<file path="src/sv/sfd_pkg.sv">
`default_nettype none

package sfd_pkg;

    localparam int SFD_BUFFER_BYTES = 684;
    localparam int IDX_W = 10;
    localparam int LEN_W = 10;

    localparam logic [7:0] HDR_FIRST  = 8'hAA;
    localparam logic [7:0] HDR_SECOND = 8'h55;
    localparam int RLE_FLAG_BIT = 0;

    localparam logic CMD_BYTE = 1'b0;
    localparam logic CMD_READ = 1'b1;

    localparam logic KIND_VERDICT = 1'b0;
    localparam logic KIND_READ    = 1'b1;

    typedef enum logic [1:0] {
        STATUS_OK      = 2'd0,
        STATUS_SUM_BAD = 2'd1,
        STATUS_RLE_BAD = 2'd2
    } status_t;

    typedef struct packed {
        logic [7:0]  target;
        logic [7:0]  flags;
        logic [15:0] length;
        logic        sum_ok;
    } frame_info_t;

endpackage

`default_nettype wire

</file>
<file path="src/sv/sfd_parser.sv">
`default_nettype none

module sfd_parser
    import sfd_pkg::*;
#(
    parameter int BUFFER_BYTES = SFD_BUFFER_BYTES
)
(
    input  wire logic                             clk,
    input  wire logic                             rst_n,
    input  wire logic                             byte_valid,
    input  wire logic [7:0]                       data_byte,
    output logic                                  pay_we,
    output logic      [$clog2(BUFFER_BYTES)-1:0]  pay_waddr,
    output logic      [7:0]                       pay_wdata,
    output logic                                  frame_done,
    output frame_info_t                           info
);

    localparam int AW = $clog2(BUFFER_BYTES);
    localparam int LW = $clog2(BUFFER_BYTES + 1);

    typedef enum logic [8:0] {
        PH_WAIT_A  = 9'b000000001,
        PH_WAIT_B  = 9'b000000010,
        PH_TARGET  = 9'b000000100,
        PH_FLAGS   = 9'b000001000,
        PH_LEN_LO  = 9'b000010000,
        PH_LEN_HI  = 9'b000100000,
        PH_PAYLOAD = 9'b001000000,
        PH_CK_LO   = 9'b010000000,
        PH_CK_HI   = 9'b100000000
    } phase_t;

    phase_t      phase_reg, phase_next;
    logic [7:0]  target_reg, target_next;
    logic [7:0]  flags_reg, flags_next;
    logic [15:0] len_reg, len_next;
    logic [LW-1:0] pos_reg, pos_next;
    logic [15:0] sum_reg, sum_next;
    logic [7:0]  ck_lo_reg, ck_lo_next;
    logic        done_reg, done_next;
    logic        sum_ok_reg, sum_ok_next;

    logic [LW-1:0] pos_inc;
    logic [15:0]   len_full;
    logic [15:0]   sum_add;

    assign pos_inc  = pos_reg + LW'(1);
    assign len_full = {data_byte, len_reg[7:0]};
    assign sum_add  = sum_reg + {8'd0, data_byte};

    always_comb
    begin
        phase_next  = phase_reg;
        target_next = target_reg;
        flags_next  = flags_reg;
        len_next    = len_reg;
        pos_next    = pos_reg;
        sum_next    = sum_reg;
        ck_lo_next  = ck_lo_reg;
        sum_ok_next = sum_ok_reg;
        done_next   = 1'b0;
        pay_we      = 1'b0;
        if (byte_valid)
        begin
            unique case (phase_reg)
                PH_WAIT_A:
                begin
                    if (data_byte == HDR_FIRST)
                    begin
                        phase_next = PH_WAIT_B;
                    end
                end
                PH_WAIT_B:
                begin
                    phase_next = (data_byte == HDR_SECOND) ? PH_TARGET : PH_WAIT_A;
                end
                PH_TARGET:
                begin
                    target_next = data_byte;
                    sum_next    = {8'd0, data_byte};
                    phase_next  = PH_FLAGS;
                end
                PH_FLAGS:
                begin
                    flags_next = data_byte;
                    sum_next   = sum_add;
                    phase_next = PH_LEN_LO;
                end
                PH_LEN_LO:
                begin
                    len_next   = {8'd0, data_byte};
                    sum_next   = sum_add;
                    phase_next = PH_LEN_HI;
                end
                PH_LEN_HI:
                begin
                    len_next = len_full;
                    sum_next = sum_add;
                    if (len_full == 16'd0 || len_full > 16'(BUFFER_BYTES))
                    begin
                        phase_next = PH_WAIT_A;
                    end
                    else
                    begin
                        pos_next   = '0;
                        phase_next = PH_PAYLOAD;
                    end
                end
                PH_PAYLOAD:
                begin
                    pay_we   = 1'b1;
                    pos_next = pos_inc;
                    sum_next = sum_add;
                    if (16'(pos_inc) >= len_reg)
                    begin
                        phase_next = PH_CK_LO;
                    end
                end
                PH_CK_LO:
                begin
                    ck_lo_next = data_byte;
                    phase_next = PH_CK_HI;
                end
                PH_CK_HI:
                begin
                    sum_ok_next = ({data_byte, ck_lo_reg} == sum_reg);
                    done_next   = 1'b1;
                    phase_next  = PH_WAIT_A;
                end
                default:
                begin
                    phase_next = PH_WAIT_A;
                end
            endcase
        end
    end

    always_ff @(posedge clk or negedge rst_n)
    begin
        if (!rst_n)
        begin
            phase_reg  <= PH_WAIT_A;
            target_reg <= '0;
            flags_reg  <= '0;
            len_reg    <= '0;
            pos_reg    <= '0;
            sum_reg    <= '0;
            ck_lo_reg  <= '0;
            done_reg   <= 1'b0;
            sum_ok_reg <= 1'b0;
        end
        else
        begin
            phase_reg  <= phase_next;
            target_reg <= target_next;
            flags_reg  <= flags_next;
            len_reg    <= len_next;
            pos_reg    <= pos_next;
            sum_reg    <= sum_next;
            ck_lo_reg  <= ck_lo_next;
            done_reg   <= done_next;
            sum_ok_reg <= sum_ok_next;
        end
    end

    assign pay_waddr   = pos_reg[AW-1:0];
    assign pay_wdata   = data_byte;
    assign frame_done  = done_reg;
    assign info.target = target_reg;
    assign info.flags  = flags_reg;
    assign info.length = len_reg;
    assign info.sum_ok = sum_ok_reg;

endmodule

`default_nettype wire

</file>
<file path="config.mk">
export PLATFORM = sky130hd
export DESIGN_NAME = sfd_parser
export DESIGN_NICKNAME = d
export VERILOG_FILES = /design/src/sv/sfd_pkg.sv /design/src/sv/sfd_parser.sv
export SDC_FILE = /design/constraint.sdc
export NUM_CORES = 1
export LEC_CHECK = 0
export ABC_CLOCK_PERIOD_IN_PS = 3960
export BUFFER_PORTS_ARGS = -buffer_cell sky130_fd_sc_hd__buf_2
export CAP_MARGIN = 20
export CORE_MARGIN = 3
export CORE_UTILIZATION = 28
export DETAILED_ROUTE_END_ITERATION = 16
export GPL_ROUTABILITY_DRIVEN = 0
export PLACE_DENSITY = 0.51
export SYNTH_ARGS = -nofsm -noshare
export SYNTH_HDL_FRONTEND = slang
export SYNTH_SLANG_ARGS = --single-unit
</file>
<file path="constraint.sdc">
create_clock -name clk -period 3.96 [get_ports clk]
set_clock_uncertainty 0.15 [all_clocks]
set_input_delay 0.792 -clock clk [delete_from_list [all_inputs] [get_ports clk]]
set_output_delay 0.792 -clock clk [all_outputs]
set_load 0.005 [all_outputs]
</file>
# Word level (Yosys, flattened, before mapping)

Index checks and enable logic that the tools add are counted.

Flip-flop bits (word level): 77
Input bits: 11
Logic and storage cells: 58

Mux-type cells: 13
Magnitude comparators: 2
Reductions and logical operators: 15
Bitwise operators: 1
$add $sub $neg: 2
Eq/ne operators: 15

Operators by type and width:

| kind                                                  | count |
|---|---|
| case mux 9 bit (8 select lines)                       | 1 |
| case mux 16 bit (2 select lines)                      | 2 |
| case mux 10 bit (2 select lines)                      | 1 |
| two-way mux 9 bit                                     | 2 |
| adder 16 x 8 -> 16 bit                                | 1 |
| equality test 16 bit                                  | 1 |
| greater-or-equal comparator 10 x 16 -> 1 bit          | 1 |
| > comparator 16 x 10 -> 1 bit (second input constant) | 1 |
| logical NOT 16 bit                                    | 1 |
| AND reduction 2 bit                                   | 6 |
| adder 10 x 1 -> 10 bit (second input constant)        | 1 |
| two-way mux 10 bit                                    | 1 |
| equality test 9 x 1 -> 1 bit (second input constant)  | 1 |
| equality test 9 x 2 -> 1 bit (second input constant)  | 1 |
| equality test 9 x 3 -> 1 bit (second input constant)  | 1 |
| equality test 9 x 4 -> 1 bit (second input constant)  | 1 |
| equality test 9 x 5 -> 1 bit (second input constant)  | 1 |
| equality test 9 x 6 -> 1 bit (second input constant)  | 1 |
| equality test 9 x 7 -> 1 bit (second input constant)  | 1 |
| equality test 9 x 8 -> 1 bit (second input constant)  | 1 |
| equality test 9 bit (second input constant)           | 1 |
| AND reduction 3 bit                                   | 3 |
| equality test 8 x 7 -> 1 bit (second input constant)  | 1 |
| equality test 8 bit (second input constant)           | 1 |
| 8 further kinds                                       | 15 |

# Logic depth before layout (Yosys ltp)

Word-level depth: 4
Mapped depth: 12
Gate-level depth less buffers: 11

# Least setup slack after synthesis

OpenSTA, ideal clock, no wires.

Path type: input to register
Start: input port data_byte[1]
End: register sum_reg[10]
Stages on the path: 9
Path slack: 0.912 ns
Required time: 3.732 ns
Library setup time: 0.078 ns
Arrival: 2.820 ns
Path buffers: 1
Cells stage by stage: clkbuf_1 -> inv_1 -> fa_1 -> nor2b_1 -> o21ai_1 -> a21boi_0 -> o41ai_2 -> or4_1 -> a21oi_1

Word-level cells in the longest chain between the ends: 2

RTL lines:

| element                          | RTL line          | text |
|---|---|---|
| from (decl)                      | sfd_parser.sv:12  | `input wire logic [7:0] data_byte,` |
| adder 16 x 8 -> 16 bit           | sfd_parser.sv:51  | `assign sum_add = sum_reg + {8'd0, data_byte};` |
| case mux 16 bit (2 select lines) | sfd_parser.sv:67  | `unique case (phase_reg)` |
| to (signal assigned)             | sfd_parser.sv:161 | `sum_reg <= sum_next;` |
| to (decl)                        | sfd_parser.sv:40  | `logic [15:0] sum_reg, sum_next;` |

Every way passes these cells.
A chain may end at the register's enable or synchronous reset.

# Final worst setup path

Start: register pos_reg[2] (netlist: pay_waddr[2])
End: register phase_reg[1]

Word-level cells in the longest chain between the ends: 4

RTL lines:

| element                                      | RTL line          | text |
|---|---|---|
| from (decl)                                  | sfd_parser.sv:39  | `logic [LW-1:0] pos_reg, pos_next;` |
| from (signal assigned)                       | sfd_parser.sv:160 | `pos_reg <= pos_next;` |
| adder 10 x 1 -> 10 bit                       | sfd_parser.sv:49  | `assign pos_inc = pos_reg + LW'(1);` |
| greater-or-equal comparator 10 x 16 -> 1 bit | sfd_parser.sv:116 | `if (16'(pos_inc) >= len_reg)` |
| != test 2 bit (no source line)               | n/a               |  |
| AND reduction 3 bit (no source line)         | n/a               |  |
| to (signal assigned)                         | sfd_parser.sv:156 | `phase_reg <= phase_next;` |
| to (decl)                                    | sfd_parser.sv:35  | `phase_t phase_reg, phase_next;` |

Every way passes these cells.

==> metrics.log <==
[metrics] result of the run: completed
[metrics] final layout net count: 535
[metrics] detailed-routing iteration count for the pre-antenna-repair pass: 4
[metrics] cell-by-cell listing of the critical path: nand3_1 -> nor2_1 -> nand3_1 -> xnor2_1 -> ha_1 -> and3_1 -> nand4_1 -> a211oi_1 -> o31a_1 -> mux2_4
[metrics] maximum buffer depth of the clock tree: 2
[metrics] insertion delay of the later-clocked pin in the worst-skew pair: 0.34 ns
[metrics] Setup Viol. Count Final: 0
[metrics] antenna diode instance count: 0
[metrics] total nets after synthesis: 482
[metrics] Mapped Area: 0.00450 sq mm
[metrics] number of buffers added by the clock tree synthesis step: 9
[metrics] part of the Yosys area used for sequential elements: 42.9%
[metrics] drt initial violations: 272
[metrics] number of storage elements in the synthesis netlist: 77
[metrics] worst-case vdd ir drop: 241 uV
[metrics] number of buffers inserted by post-CTS setup repair: 0
[metrics] FF-to-FF setup slack: 0.75 ns
[metrics] drt wl/cell: 17.0 um
[metrics] post-synthesis instance total: 451
[metrics] number of synthesized flops with an enable pin: 0
[metrics] total power density per cell area: 465 mW/mm^2
[metrics] wire length of the first global-routing pass: 19,400 um
[metrics] maximum level of the CTS H-tree: 3
[metrics] clock tree from TritonCTS: done
[metrics] Critical Path Start Type: register
[metrics] family with the most delay on the worst path: simple AND/OR/NAND/NOR gates
[metrics] MaxCap Viol Count: 0
[metrics] number of library cell types mapped by synthesis: 59
[metrics] GRT Util Overall: 13.9%
[metrics] transition at the pin with the smallest max-transition slack: 0.928 ns
[metrics] ys async rst share: 100%
[metrics] Tcrit/Tclk final: 81.1%
[metrics] Final min period: 3.21 ns
[metrics] YS warnings: 0
[metrics] clock slew at reported path FFs: 0.06 ns
[metrics] Hold Worst Slack: 0.251 ns
[metrics] Vert. Die Dim: 133 um
[metrics] most common cell type on the critical path: nand3_1
[metrics] count of unresolved DRC violations after routing: 0
[metrics] via count of the first global-routing pass: 3,548
[metrics] detailed placer's ending HPWL: 8580 um
[metrics] Req. time, crit path: 4.04 ns
[metrics] worst min-delay path category: in2async
[metrics] setup repair after global routing missed its margin: no
[metrics] synthesized area per cell: 9.98 sq um
[metrics] routed wire length: 12,200 um
[metrics] critical path buffer and inverter count: 0
[metrics] die area: 0.0176 sq mm
[metrics] drt via density: 4.97
[metrics] maximum number of pins on one net before global-route repair: 78
[metrics] initial cell density of the core: 29.1%
[metrics] headroom to the max-slew limit: 38.1%
[metrics] die width: 133 um
[metrics] Max Fanout on Critical Path: 9
[metrics] endpoint type of the worst setup path: register
[metrics] predominant post-synthesis flop cell: dfrtp_1
[metrics] routed via count: 3,581
[metrics] Crit path arrival time: 3.29 ns
[metrics] initial antenna violation count: 0
[metrics] sinks on the clock net: 77
[metrics] Resized Gates After CTS: 0
[metrics] Std-Cell Rows: 45
[metrics] CTS root buffer: clkbuf_16
[metrics] fraction of layout cells with a size suffix above 1: 23.8%
[metrics] P_leak: 0.00259 uW
[metrics] # port buffers: 63
[metrics] Max Clock Freq: 0.311 GHz
[metrics] WS Path Type: reg2reg
[metrics] io pins: 64
[metrics] antenna-violating nets left: 0
[metrics] Syn-to-layout area delta: 18.8%
[metrics] Hold Fails Final Rpt: 0
[metrics] CP max stage cell: o31a_1
[metrics] area of the core: 0.0155 sq mm
[metrics] total congestion overflow after global routing: 0
[metrics] final count of pins violating max slew: 0
[metrics] total negative slack for setup checks: 0 ns
[metrics] number of buffers inserted for hold repair after clock tree synthesis: 0
[metrics] peak per-stage delay on the critical path: 0.52 ns
==> layer usage <==
layer  up-vias  share of wire [%]  track usage (%)
li1       1721                  -                -
met1      1750                 48             19.2
met2        89                 45             21.3
met3        21                5.1             2.93
met4         0                2.1             5.31
met5         -                  0                0
==> synth_stat cells, drive strengths merged, types with 3 or more instances <==
master  number  share of area [%]
dfrtp       76                 42
nand2       50                4.2
mux2        26                6.8
xnor2       25                4.9
a21oi       24                2.7
inv         23                1.9
nor2        22                1.9
o21ai       22                2.5
ha          19                5.3
buf         17                2.5
a22o        11                2.1
mux2i       11                2.4
nand3       11                1.2
nand4       11                1.5
nor3        11                1.6
clkbuf      10               0.83
and3         9                1.3
xor2         7                1.4
nor2b        5               0.70
nor4         5               0.70
or3          5               0.81
o211a        4                1.1
a211oi       3               0.50
a21o         3               0.50
nand2b       3               0.42
o2111a       3               0.75
o21bai       3               0.50
o41ai        3               0.75
==> layout make-up <==
cell class / instances / area (sq um)
Fill cell: 1592 / 10100
Multi-Input combinational cell: 324 / 2330
Sequential cell: 77 / 1930
Timing Repair Buffer: 69 / 383
Tap cell: 211 / 264
Clock buffer: 11 / 243
Clock inverter: 5 / 108
Inverter: 23 / 86.3
==> where the power goes <==
group / total (uW) / switching, uW / internal, uW / leakage (uW)
clock: 981 / 345 / 636 / 0.000170
sequential: 965 / 83.8 / 881 / 0.00104
combinational: 539 / 283 / 256 / 0.00138
==> stage by stage <==
step           utilization, %  worst slack (ns)  instances  instance area (sq um)  total power [uW]
2_1_floorplan               -             0.912        451                   4500              1360
3_3_place_gp             32.1             0.780        703                   4970              1510
3_5_place_dp             32.1             0.696        703                   4970              1510
4_1_cts                  34.3             0.765        719                   5320              2510
5_1_grt                  34.5             0.520        720                   5350              2600
6_report                 34.5             0.747        720                   5350              2480
==> cells in the final DEF (no fill, tap or decap), drive strengths merged, types with 3 or more instances in the layout <==
cell and instances:
dfrtp 76, buf 69, nand2 50, mux2 26, xnor2 25, a21oi 24
inv 23, nor2 22, o21ai 22, ha 19, nand3 11, nand4 11
a22o 11, mux2i 11, clkbuf 11, nor3 11, and3 9, xor2 7
nor4 5, nor2b 5, or3 5, o211a 4, a21o 3, a211oi 3
o2111a 3, nand2b 3, o21bai 3, bufinv 3, o41ai 3
==> worst register-to-register path: stages, from the launching register on <==
cell      delay (ns)
dfrtp_1         0.45
nand3_1         0.19
nor2_1          0.30
nand3_1         0.20
xnor2_1         0.17
ha_1            0.30
and3_1          0.18
nand4_1         0.10
a211oi_1        0.19
o31a_1          0.52
mux2_4          0.35
==> final timing paths <==
path / startpoint / to / cells after the start
worst max-delay path: pay_waddr[2] / phase_reg[1] / 10
worst min-delay path: rst_n / pay_waddr[2] / 1
worst max register to register: pay_waddr[2] / phase_reg[1] / 10
worst min register to register: target_reg[5] / target_reg[5] / 2
max in group asynchronous: rst_n / phase_reg[0] / 2
min in group clk: target_reg[5] / target_reg[5] / 2
==> kinds of logic after synthesis <==
group,synth area share (%)
adders and majority gates,5.73
and+or+nand+nor,15.9
muxes,9.20
AOI/OAI and AO/OA,14.8
xor gates and xnor gates,6.23
DFF,42.9
buffers and inverters,5.28
Note: power is estimated with default switching activity, not from simulation.
