$ cat config.mk
export PLATFORM = sky130hd
export DESIGN_NAME = sfd_expand
export DESIGN_NICKNAME = d
export VERILOG_FILES = /design/src/sv/sfd_pkg.sv /design/src/sv/sfd_expand.sv
export SDC_FILE = /design/constraint.sdc
export NUM_CORES = 1
export LEC_CHECK = 0
export ABC_CLOCK_PERIOD_IN_PS = 7500
export BUFFER_PORTS_ARGS = -buffer_cell sky130_fd_sc_hd__buf_4
export CAP_MARGIN = 20
export CORE_ASPECT_RATIO = 1.25
export CORE_MARGIN = 3
export CORE_UTILIZATION = 55
export DETAILED_ROUTE_END_ITERATION = 10
export PLACE_DENSITY = 0.84
export SYNTH_ARGS = -nofsm -noshare
export SYNTH_HDL_FRONTEND = slang
export SYNTH_SLANG_ARGS = --single-unit
$ cat constraint.sdc
create_clock -name clk -period 7.5 [get_ports clk]
set_clock_uncertainty 0.15 [all_clocks]
set_input_delay 0.75 -clock clk [delete_from_list [all_inputs] [get_ports clk]]
set_output_delay 0.75 -clock clk [all_outputs]
set_load 0.02 [all_outputs]
$ cat src/sv/sfd_pkg.sv
`default_nettype none

package sfd_pkg;

    localparam int SFD_BUFFER_BYTES = 684;
    localparam int IDX_W = 10;
    localparam int LEN_W = 10;

    localparam logic [7:0] HDR_FIRST  = 8'hAA;
    localparam logic [7:0] HDR_SECOND = 8'h55;
    localparam int RLE_FLAG_BIT = 0;

    localparam logic CMD_BYTE = 1'b0;
    localparam logic CMD_READ = 1'b1;

    localparam logic KIND_VERDICT = 1'b0;
    localparam logic KIND_READ    = 1'b1;

    typedef enum logic [1:0] {
        STATUS_OK      = 2'd0,
        STATUS_SUM_BAD = 2'd1,
        STATUS_RLE_BAD = 2'd2
    } status_t;

    typedef struct packed {
        logic [7:0]  target;
        logic [7:0]  flags;
        logic [15:0] length;
        logic        sum_ok;
    } frame_info_t;

endpackage

`default_nettype wire

$ cat src/sv/sfd_expand.sv
`default_nettype none

module sfd_expand
    import sfd_pkg::*;
#(
    parameter int BUFFER_BYTES = SFD_BUFFER_BYTES
)
(
    input  wire logic                                 clk,
    input  wire logic                                 rst_n,
    input  wire logic                                 start,
    input  wire logic [$clog2(BUFFER_BYTES+1)-1:0]    length,
    output logic                                      rd_en,
    output logic      [$clog2(BUFFER_BYTES)-1:0]      rd_addr,
    input  wire logic [7:0]                           rd_data,
    output logic                                      wr_en,
    output logic      [$clog2(BUFFER_BYTES)-1:0]      wr_addr,
    output logic      [7:0]                           wr_data,
    output logic                                      done,
    output logic                                      ok
);

    localparam int AW  = $clog2(BUFFER_BYTES);
    localparam int LW  = $clog2(BUFFER_BYTES + 1);
    localparam int AXW = LW + 2;

    typedef enum logic [3:0] {
        EX_IDLE  = 4'b0001,
        EX_CHECK = 4'b0010,
        EX_LOAD  = 4'b0100,
        EX_RUN   = 4'b1000
    } ex_state_t;

    ex_state_t     state_reg, state_next;
    logic [LW-1:0] src_reg, src_next;
    logic [LW-1:0] dst_reg, dst_next;
    logic [LW-1:0] len_reg, len_next;
    logic [2:0]    step_reg, step_next;
    logic [1:0]    comp_reg, comp_next;
    logic [7:0]    run_reg, run_next;
    logic [7:0]    grp_reg [4];
    logic [7:0]    grp_next [4];
    logic          done_reg, done_next;
    logic          ok_reg, ok_next;

    // shared adder for source, destination and bound checks
    logic [AXW-1:0] add_a;
    logic [2:0]     add_b;
    logic [AXW-1:0] add_y;

    assign add_y = add_a + AXW'(add_b);

    always_comb
    begin
        state_next = state_reg;
        src_next   = src_reg;
        dst_next   = dst_reg;
        len_next   = len_reg;
        step_next  = step_reg;
        comp_next  = comp_reg;
        run_next   = run_reg;
        grp_next   = grp_reg;
        done_next  = 1'b0;
        ok_next    = ok_reg;
        add_a      = AXW'(src_reg);
        add_b      = 3'd3;
        rd_en      = 1'b0;
        wr_en      = 1'b0;
        unique case (state_reg)
            EX_IDLE:
            begin
                if (start)
                begin
                    src_next   = '0;
                    dst_next   = '0;
                    len_next   = length;
                    state_next = EX_CHECK;
                end
            end
            EX_CHECK:
            begin
                if (add_y < AXW'(len_reg))
                begin
                    step_next  = 3'd0;
                    state_next = EX_LOAD;
                end
                else
                begin
                    done_next  = 1'b1;
                    ok_next    = (dst_reg == LW'(BUFFER_BYTES));
                    state_next = EX_IDLE;
                end
            end
            EX_LOAD:
            begin
                add_b = step_reg;
                if (step_reg != 3'd4)
                begin
                    rd_en = 1'b1;
                end
                if (step_reg != 3'd0)
                begin
                    grp_next[2'(step_reg[1:0] - 2'd1)] = rd_data;
                end
                step_next = step_reg + 3'd1;
                if (step_reg == 3'd4)
                begin
                    src_next   = add_y[LW-1:0];
                    run_next   = grp_reg[0];
                    comp_next  = 2'd0;
                    state_next = EX_RUN;
                end
            end
            EX_RUN:
            begin
                add_a = AXW'(dst_reg);
                if (run_reg == 8'd0)
                begin
                    state_next = EX_CHECK;
                end
                else if (comp_reg == 2'd0)
                begin
                    if (add_y > AXW'(BUFFER_BYTES))
                    begin
                        done_next  = 1'b1;
                        ok_next    = 1'b0;
                        state_next = EX_IDLE;
                    end
                    else
                    begin
                        comp_next = 2'd1;
                    end
                end
                else
                begin
                    add_b    = 3'd1;
                    wr_en    = 1'b1;
                    dst_next = add_y[LW-1:0];
                    if (comp_reg == 2'd3)
                    begin
                        comp_next = 2'd0;
                        run_next  = run_reg - 8'd1;
                    end
                    else
                    begin
                        comp_next = comp_reg + 2'd1;
                    end
                end
            end
            default:
            begin
                state_next = EX_IDLE;
            end
        endcase
    end

    always_ff @(posedge clk or negedge rst_n)
    begin
        if (!rst_n)
        begin
            state_reg <= EX_IDLE;
            src_reg   <= '0;
            dst_reg   <= '0;
            len_reg   <= '0;
            step_reg  <= '0;
            comp_reg  <= '0;
            run_reg   <= '0;
            done_reg  <= 1'b0;
            ok_reg    <= 1'b0;
        end
        else
        begin
            state_reg <= state_next;
            src_reg   <= src_next;
            dst_reg   <= dst_next;
            len_reg   <= len_next;
            step_reg  <= step_next;
            comp_reg  <= comp_next;
            run_reg   <= run_next;
            done_reg  <= done_next;
            ok_reg    <= ok_next;
        end
    end

    always_ff @(posedge clk)
    begin
        grp_reg <= grp_next;
    end

    assign rd_addr = add_y[AW-1:0];
    assign wr_addr = dst_reg[AW-1:0];
    assign wr_data = grp_reg[comp_reg];
    assign done    = done_reg;
    assign ok      = ok_reg;

endmodule

`default_nettype wire

Word-level counts from Yosys, hierarchy flattened
Index checks and enable logic that the tools add are counted.
{"block": "totals", "reg_bits": 81, "output_inout_bits": 32}
{"block": "op_classes", "addsub": 5, "magnitude_cmp": 5, "eq_ne": 20, "muxes": 51, "bitwise_logic": 2, "n_reduce_logical": 18}
{"cell": "two-way mux 8 bit", "count": 7}
{"cell": "two-way mux 10 bit", "count": 5}
{"cell": "case mux 10 bit (2 select lines)", "count": 2}
{"cell": "bitwise mux 32 bit", "count": 1}
{"cell": "two-way mux 4 bit", "count": 5}
{"cell": "inequality test 2 bit, second input constant", "count": 9}
{"cell": "binary-select mux 8 bit (select 2 bit)", "count": 1}
{"cell": "demux 8 bit (select 2 bit)", "count": 1}
{"cell": "case mux 4 bit (4 select lines)", "count": 1}
{"cell": "case mux 8 bit (2 select lines)", "count": 1}
{"cell": "two-way mux 2 bit", "count": 7}
{"cell": "two-way mux 1 bit", "count": 13}
{"cell": "adder 12 x 3 -> 12 bit", "count": 1}
{"cell": "greater-than comparator 12 x 10 -> 1 bit, second input constant", "count": 1}
{"cell": "< comparator 12 x 10 -> 1 bit", "count": 1}
{"cell": "inequality test 3 bit, second input constant", "count": 4}
{"cell": "case mux 3 bit (2 select lines)", "count": 2}
{"cell": "AND reduction 4 bit", "count": 3}
{"cell": "equality test 10 bit, second input constant", "count": 1}
{"cell": "AND reduction 5 bit", "count": 2}
{"cell": "nonzero test 2 bit", "count": 5}
{"cell": "logical NOT 8 bit", "count": 1}
{"cell": "subtractor 8 x 1 -> 8 bit, second input constant", "count": 1}
{"cell": ">= comparator 3 bit, second input constant", "count": 2}
{"cell": "19 further kinds", "count": 24}

Depth between registers and ports, before layout
Gate-level depths: netlist of the first run.
{"block": "logic_depth", "ltp_word": 10, "ltp_mapped": 24, "mapped_depth_nobuf": 22}

Worst setup path after synthesis of the first run
No wires, ideal clock.
{"block": "synth_timing", "path_type": "register to register", "start": "register run_reg[0]", "end": "register state_reg[0]", "setup_time_ns": 0.083, "arrival_ns": 5.251, "required_time_ns": 7.267, "path_slack_ns": 2.015, "path_stages_with_launch": 23, "path_buffers": 2, "cell_sequence": "dfrtp_1 inv_1 ha_1 or3b_2 or3_1 nor3_2 or3_1 clkbuf_1 inv_1 a21oi_1 inv_1 fa_1 nor2b_1 or2_2 clkbuf_1 o21ai_0 xnor2_1 ha_1 a21o_1 a221o_1 a221oi_4 nand2_1 a221o_1"}
{"block": "synth_between", "elab_chain_cells": 7, "elab_cells_between_ends": 12, "cone_classes": "add/sub: 1; order compare: 2; eq/ne: 2; mux: 5; reduce/logical: 2"}
{"item": "start: declaration", "line": "sfd_expand.sv:40", "source": "logic [7:0] run_reg, run_next;"}
{"item": "start signal: assignment", "line": "sfd_expand.sv:179", "source": "run_reg <= run_next;"}
{"item": "logical NOT 8 bit *", "line": "sfd_expand.sv:117", "source": "if (run_reg == 8'd0)"}
{"item": "two-way mux 2 bit", "line": "sfd_expand.sv:117"}
{"item": "case mux 3 bit (2 select lines)", "line": "sfd_expand.sv:69", "source": "unique case (state_reg)"}
{"item": "adder 12 x 3 -> 12 bit", "line": "sfd_expand.sv:51", "source": "assign add_y = add_a + AXW'(add_b);"}
{"item": "greater-than comparator 12 x 10 -> 1 bit / < comparator 12 x 10 -> 1 bit (equally long branches)", "line": "sfd_expand.sv:123, sfd_expand.sv:82"}
{"item": "inequality test 3 bit (no line) / two-way mux 3 bit (equally long branches)"}
{"item": "AND reduction 4 bit (no line) / case mux 4 bit (4 select lines) (equally long branches)"}
{"item": "end signal: assignment", "line": "sfd_expand.sv:173", "source": "state_reg <= state_next;"}
{"item": "end: declaration", "line": "sfd_expand.sv:34", "source": "ex_state_t state_reg, state_next;"}
Mark *: on every way between the ends. The rest lies on a longest branch, timed or not.
A chain may end at the register's enable or synchronous reset.

Worst setup path in the final report of the first run
Same ends and word-level chain as after synthesis.

==> flow_summary_export.csv, run 1 <==
group,metric,value,unit
route,drtAntennaViolNets,0,
setup_path,cp_num_buf_inv,3,
grt,grt_max_degree,50,
logic_synthesis,synth_edf_count,32,
setup_path,required,7.64,ns
placed_design,io_buffers,52,
grt,antenna_found_initial,0,
placed_design,dp_hpwl,7730,µm
logic_synthesis,async_flop_share,0.605,
pwr,ir_worst_vdd,0.165,mV
cts,post_cts_resized,0,
logic_synthesis,syn_area_per_cell,10.9,µm²
grt,met3_usage,0.0492,
logic_synthesis,synth-xor-area-share,0.0233,
sta,hold_viol_final,0,
cts,root_buffer,"clkbuf_8",
sta,slew_violations,0,
logic_synthesis,syn_area,4500,µm²
logic_synthesis,yosys.cell_count.top_type,"dfrtp_1",
logic_synthesis,yosys.area_share.simple,0.141,
route,drc,0,
grt,grt_pass1_vias,3409,
sta,rsz0062_at_grt,"no",
pwr,p_per_area,225,nW/µm²
setup_path,cp-start-kind,"register",
sta,final.setup.tns,0,ns
cells_and_area,nNetsFinal,501,
cts,clkSlewWorstSetupHoldPaths,0.09,ns
setup_path,worst_setup_path_end_kind,"register",
logic_synthesis,yosys-top-cells-count,"dfrtp_1, nand2_1, edfxtp_1, inv_1, a21oi_1",
cells_and_area,n_antenna_cell,0,
floorplan,die_y,107,µm
floorplan,io_pins,53,
grt,grtUsageTotal,0.240,
hold_path,holdCritPathClass,"input pin to asynchronous set/reset pin",
placed_design,gp_congestion,0.905,
logic_synthesis,netlist_instances,412,
cts,clk_path_buf_depth,2,
setup_path,critPathMaxStageDelay,0.48,ns
floorplan,core_area,7880,µm²
logic_synthesis,synth_seq_cells,81,
cts,cts_buffers,9,
sta,maxClockFrequency,164,MHz
logic_synthesis,syn_nets,454,
route,drtIter0Drc,225,
floorplan,die_w,86.9,µm
logic_synthesis,synth.distinct_cells,70,
setup_path,critPathMaxFanout,16,
floorplan,num_rows,36,
logic_synthesis,yosysTopAreaCellShare,0.267,
setup_path,critPathArrivalTime,6.25,ns
setup_path,criticalPathCategory,"register to register",
grt,grt_pass1_wl,17200,µm
cts,h-tree-depth,3,
cells_and_area,drive_above_1_share,0.228,
run_status,status,"finished clean",
logic_synthesis,synth_fa_ha_area_frac,0.0600,
cts,cts_tree,"built",
grt,overflow,0,
sta,final.min_clock_period,6.11,ns
logic_synthesis,synth.area.mux_share,0.0945,
floorplan,start_util,0.571,
sta,tightest_slew,1.08,ns
floorplan,die_area,9310,µm²
sta,finalCritPeriodShare,0.815,
sta,report.final.setup_viol,0,
cells_and_area,areaGrowthSynthToFinish,13.8,%
cts,cts_sinks,81,
cts,insertion_delay,0.37,ns
grt,busiest_layer,"met2",
placed_design,place_inst,543,
route,vias,3493,
sta,maxSlewHeadroom,0.279,
cts,postCtsSetupRepairBufs,0,
logic_synthesis,synthFlopType,"dfrtp_1",
setup_path,cp_top_family,"simple AND/OR/NAND/NOR gates",
logic_synthesis,synth_top_family_by_area,"compound AO/OA/AOI/OAI gates",
logic_synthesis,yosysSeqAreaShare,0.486,
route,finalWirelength,10700,µm
cts,ctsHoldBuffers,0,
logic_synthesis,synth-compound-area-share,0.149,
cells_and_area,final.fill_count,616,
flow_run,drv_cap,0,
grt,grt_util_met1,0.302,
cells_and_area,ff_latch_area,2190,µm²
cells_and_area,layout.cells.non_filler,559,
route,wire_per_inst,19.1,µm
logic_synthesis,yosys.area.top_type,"dfrtp_1",
logic_synthesis,yosys_warnings,0,
setup_path,worst_path_max_delay_cell,"or3b_2",
setup_path,cpMostUsedCell,"inv_1",
cells_and_area,multi_input_area,2120,µm²
route,first_pass_iters,5,
pwr,leakage,2.20,nW
cells_and_area,largest_reg_flops,32,
grt,met2_usage,0.411,
setup_path,path_cells,"inv_1 > ha_1 > or3b_2 > or3_1 > nor3_2 > or3_1 > inv_1 > a21oi_1 > inv_1 > fa_1 > nor2b_1 > or2_2 > o21ai_0 > xnor2_1 > ha_1 > a21o_1 > a221o_1 > a221oi_4 > nand2_1 > a221o_1",
route,vias_per_cell,6.25,
logic_synthesis,netlist_top_cells_area,"dfrtp_1, edfxtp_1, ha_1, mux4_2, nand2_1",
## logic make-up after synthesis
group	after synthesis
xor gates and xnor gates	12
DFF	81
adders and majority gates	21
and+or+nand+nor	122
AOI/OAI and AO/OA	98
muxes	28
buffers and inverters	50
## through the flow
| stage | setup WS (ns) | total power (W) | hold WS, ns | utilization | area, µm² |
|---|---|---|---|---|---|
| finish | 1.39 | 0.00115 | 0.246 | 0.650 | 5120 |
| global route | 1.02 | 0.00121 | 0.290 | 0.650 | 5120 |
| CTS | 1.45 | 0.00115 | 0.274 | 0.650 | 5120 |
| detailed placement | 1.46 | 0.000863 | 0.323 | 0.627 | 4940 |
| global placement | 1.69 | 0.000846 | 0.317 | 0.627 | 4940 |
| floorplan | 2.02 | 0.000782 | 0.300 | - | 4500 |
## cell type report
cell class,count,area share
multi-input cells,281,0.413
clock buffers,10,0.0249
clock inverters,6,0.00977
flip-flops and latches,81,0.427
inverters,33,0.0242
repair buffers,53,0.0777
well taps,95,0.0232
## path summary, 6_finish.rpt
kind | start | to | slack [ns] | depth (start not counted)
min reg2reg | src_reg[2] | src_reg[2] | 0.34 | 2
max in group asynchronous | rst_n | ok | 6.52 | 1
min in group clk | src_reg[2] | src_reg[2] | 0.34 | 2
max | run_reg[0] | state_reg[0] | 1.39 | 20
max reg2reg | run_reg[0] | state_reg[0] | 1.39 | 20
min | rst_n | len_reg[2] | 0.25 | 1
## per-layer routing
metal / wire length (µm) / vias to the layer above / part of all wire
met1: 4210 / 1706 / 0.40
met3: 664 / 30 / 0.062
li1: - / 1606 / -
met4: 278 / 0 / 0.026
met5: 0 / - / 0
met2: 5500 / 151 / 0.52
## power breakdown
part / internal [W] / switching (W) / leakage [nW]
combinational: 0.000124 / 0.000155 / 1.19
sequential: 0.000522 / 0.0000565 / 0.933
clock: 0.000124 / 0.000173 / 0.0835
total: 0.000770 / 0.000384 / 2.20
## layout by cell type (no fill, tap or decap), types with 9 or more instances in the layout
cell type,netlist,routed
a21oi_1,25,25
buf_4,0,53
clkbuf_8,0,9
dfrtp_1,48,48
edfxtp_1,32,32
ha_1,20,20
inv_1,32,32
mux2_2,11,11
nand2_1,38,38
nand3_1,18,18
nor2_1,21,21
o21ai_0,22,22
(Power assumes the default switching activity.)
==> run 2: changes to the inputs <==
--- a/config.mk
+++ b/config.mk
@@ -5,12 +5,12 @@
 export SDC_FILE = /design/constraint.sdc
 export NUM_CORES = 1
 export LEC_CHECK = 0
-export ABC_CLOCK_PERIOD_IN_PS = 7500
+export ABC_CLOCK_PERIOD_IN_PS = 5000
 export BUFFER_PORTS_ARGS = -buffer_cell sky130_fd_sc_hd__buf_4
 export CAP_MARGIN = 20
 export CORE_ASPECT_RATIO = 1.25
 export CORE_MARGIN = 3
-export CORE_UTILIZATION = 55
+export CORE_UTILIZATION = 53
 export DETAILED_ROUTE_END_ITERATION = 10
 export PLACE_DENSITY = 0.84
 export SYNTH_ARGS = -nofsm -noshare
==> constraint.sdc (replaced) <==
create_clock -name clk -period 5 [get_ports clk]
set_clock_uncertainty 0.15 [all_clocks]
set_input_delay 0.5 -clock clk [delete_from_list [all_inputs] [get_ports clk]]
set_output_delay 0.5 -clock clk [all_outputs]
set_load 0.02 [all_outputs]
==> flow_summary_export.csv, run 2 (synthesized netlist as in run 1, its figures left out) <==
group,metric,value,unit
grt,antenna_found_initial,0,
cts,clkSlewWorstSetupHoldPaths,0.09,ns
route,wire_per_inst,19.2,µm
grt,overflow,0,
pwr,p_per_area,341,nW/µm²
cts,insertion_delay,0.37,ns
setup_path,required,5.15,ns
pwr,combPwrFrac,0.259,
setup_path,timing.rr.end,"state_reg[0]",
sta,hold_viol_final,6,
pwr,ir_worst_vdd,0.292,mV
pwr,clkPwrFrac,0.266,
sta,slew_violations,0,
floorplan,num_rows,36,
setup_path,criticalPathCategory,"register to register",
grt,grtUsageTotal,0.254,
cells_and_area,nNetsFinal,523,
placed_design,placed_area,5100,µm²
floorplan,io_pins,53,
cts,cts_buffers,9,
sta,maxClockFrequency,205,MHz
setup_path,worst-r2r-setup-slack,0.13,ns
route,drc,0,
cells_and_area,largest_reg_flops,32,
flow_run,drv_cap,0,
placed_design,dp_slack,-0.00727,ns
pwr,p_sw_frac,0.327,
route,vias_per_cell,6.12,
floorplan,start_util,0.561,
cells_and_area,final_common_cell,"buf_4",
sta,final.setup.worst_slack,0.133,ns
route,first_pass_iters,6,
sta,finalCritPeriodShare,0.973,
sta,maxSlewHeadroom,0.330,
setup_path,critPathMaxFanout,5,
hold_path,holdCritPathClass,"input pin to asynchronous set/reset pin",
pwr,switching_power,0.000601,W
cts,clk_path_buf_depth,2,
route,drtAntennaViolNets,0,
grt,grt_max_degree,50,
cells_and_area,final.fill_count,599,
cts,cts_tree,"built",
route,finalWirelength,11200,µm
sta,final.min_clock_period,4.87,ns
cells_and_area,ff_latch_area,2190,µm²
run_status,status,"finished, violations left",
pwr,total_power,0.00184,W
pwr,leakage,2.33,nW
setup_path,critPathArrivalTime,5.02,ns
setup_path,worst_setup_path_end_kind,"register",
cts,h-tree-depth,3,
floorplan,die_area,9640,µm²
cells_and_area,multi_input_area,2200,µm²
cells_and_area,drive_above_1_share,0.298,
cts,cts_sinks,81,
cts,root_buffer,"clkbuf_8",
setup_path,cp-start-kind,"register",
cells_and_area,final_area,5400,µm²
setup_path,r2r-start,"run_reg[0]",
floorplan,die_w,88.4,µm
cells_and_area,areaGrowthSynthToFinish,19.9,%
cells_and_area,final_util,0.673,
run_status,failed_checks,"negative hold slack",
grt,grt_pass1_vias,3632,
floorplan,core_area,8020,µm²
sta,report.final.setup_viol,0,
sta,whs,-0.0141,ns
placed_design,dp_hpwl,7930,µm
pwr,p_seq_frac,0.475,
grt,grt_pass1_wl,18400,µm
floorplan,die_y,109,µm
cells_and_area,n_antenna_cell,0,
cells_and_area,final_cell_mix,"buf_4, dfrtp_1, nand2_1, edfxtp_1, inv_1",
sta,tightest_slew,1.00,ns
route,vias,3558,
pwr,p_int,0.00124,W
placed_design,io_buffers,52,
route,drtIter0Drc,240,
setup_path,rr_worst_depth,22,
placed_design,gp_congestion,0.930,
==> run 2: cell types whose count changed in the layout (fill, tap and decap cells not counted), moves of 2 or more <==
cell	delta
a211oi_1	-2
inv_2	+3
buf_4	+22
inv_1	-4
or3_4	+2
a211oi_2	+2
a21oi_1	-2
or3_1	-2
==> run 2: how the worst max path moves through the flow <==
stage	startpoint	end	slack (ns)	cells after the start
after floorplan	run_reg[0]	state_reg[0]	0.05	23
after global placement	run_reg[0]	state_reg[0]	0.13	22
after detailed placement	run_reg[1]	state_reg[0]	-0.007	21
after CTS	run_reg[1]	state_reg[0]	0.03	21
after global routing	run_reg[0]	ok	-0.05	23
final	run_reg[0]	state_reg[0]	0.13	22
==> run 2: final cells by class <==
cell class / instances / area share
inverters: 33 / 0.0234
multi-input cells: 281 / 0.408
clock buffers: 9 / 0.0230
well taps: 95 / 0.0220
flip-flops and latches: 81 / 0.406
repair buffers: 75 / 0.104
clock inverters: 7 / 0.0141
==> run 2: power groups by stage <==
stage          logic [W]  registers (W)  clock network (W)
6_report        0.000476       0.000872           0.000489
5_1_grt         0.000526       0.000884           0.000527
4_1_cts         0.000441       0.000867           0.000496
3_5_place_dp    0.000439       0.000881                  0
3_3_place_gp    0.000420       0.000872                  0
2_1_floorplan   0.000339       0.000847                  0
==> run 2: metal layers <==
metal | share of wire | GRT usage | vias up
li1 | - | - | 1648
met1 | 0.43 | 0.337 | 1731
met2 | 0.48 | 0.386 | 141
met3 | 0.063 | 0.0590 | 38
met4 | 0.036 | 0.136 | 0
met5 | 0 | 0 | -
==> run 2: worst max-delay path: stages, from the launching register on <==
cell and delay (ns):
dfrtp_1 0.40, inv_2 0.09, ha_4 0.14, or3b_4 0.38, or3_4 0.43, nor3_4 0.15, or3_4 0.17, inv_4 0.04
a21oi_4 0.13, inv_2 0.05, fa_2 0.38, nor2b_2 0.14, or2_4 0.16, nand2_1 0.07, xnor2_1 0.13, nor2_1 0.21
a21oi_2 0.08, ha_1 0.35, a211oi_2 0.22, a211oi_2 0.14, a221oi_4 0.38, nand2_2 0.11, a221o_1 0.30
==> run 2: repair_timing <==
item	in CTS	in global routing
pin swaps	1	11
endpoints found under the setup margin	2	7
setup buffers	1	5
resized for setup	2	11
hold buffers	0	0
==> run 2: stage by stage <==
stage | std cells | hold WS [ns] | TNS [ns]
floorplan | 412 | 0.0544 | 0
global placement | 559 | 0.315 | 0
detailed placement | 559 | 0.327 | -0.00727
CTS | 576 | 0.00921 | 0
global route | 581 | 0.0377 | -0.0647
finish | 581 | -0.0141 | 0
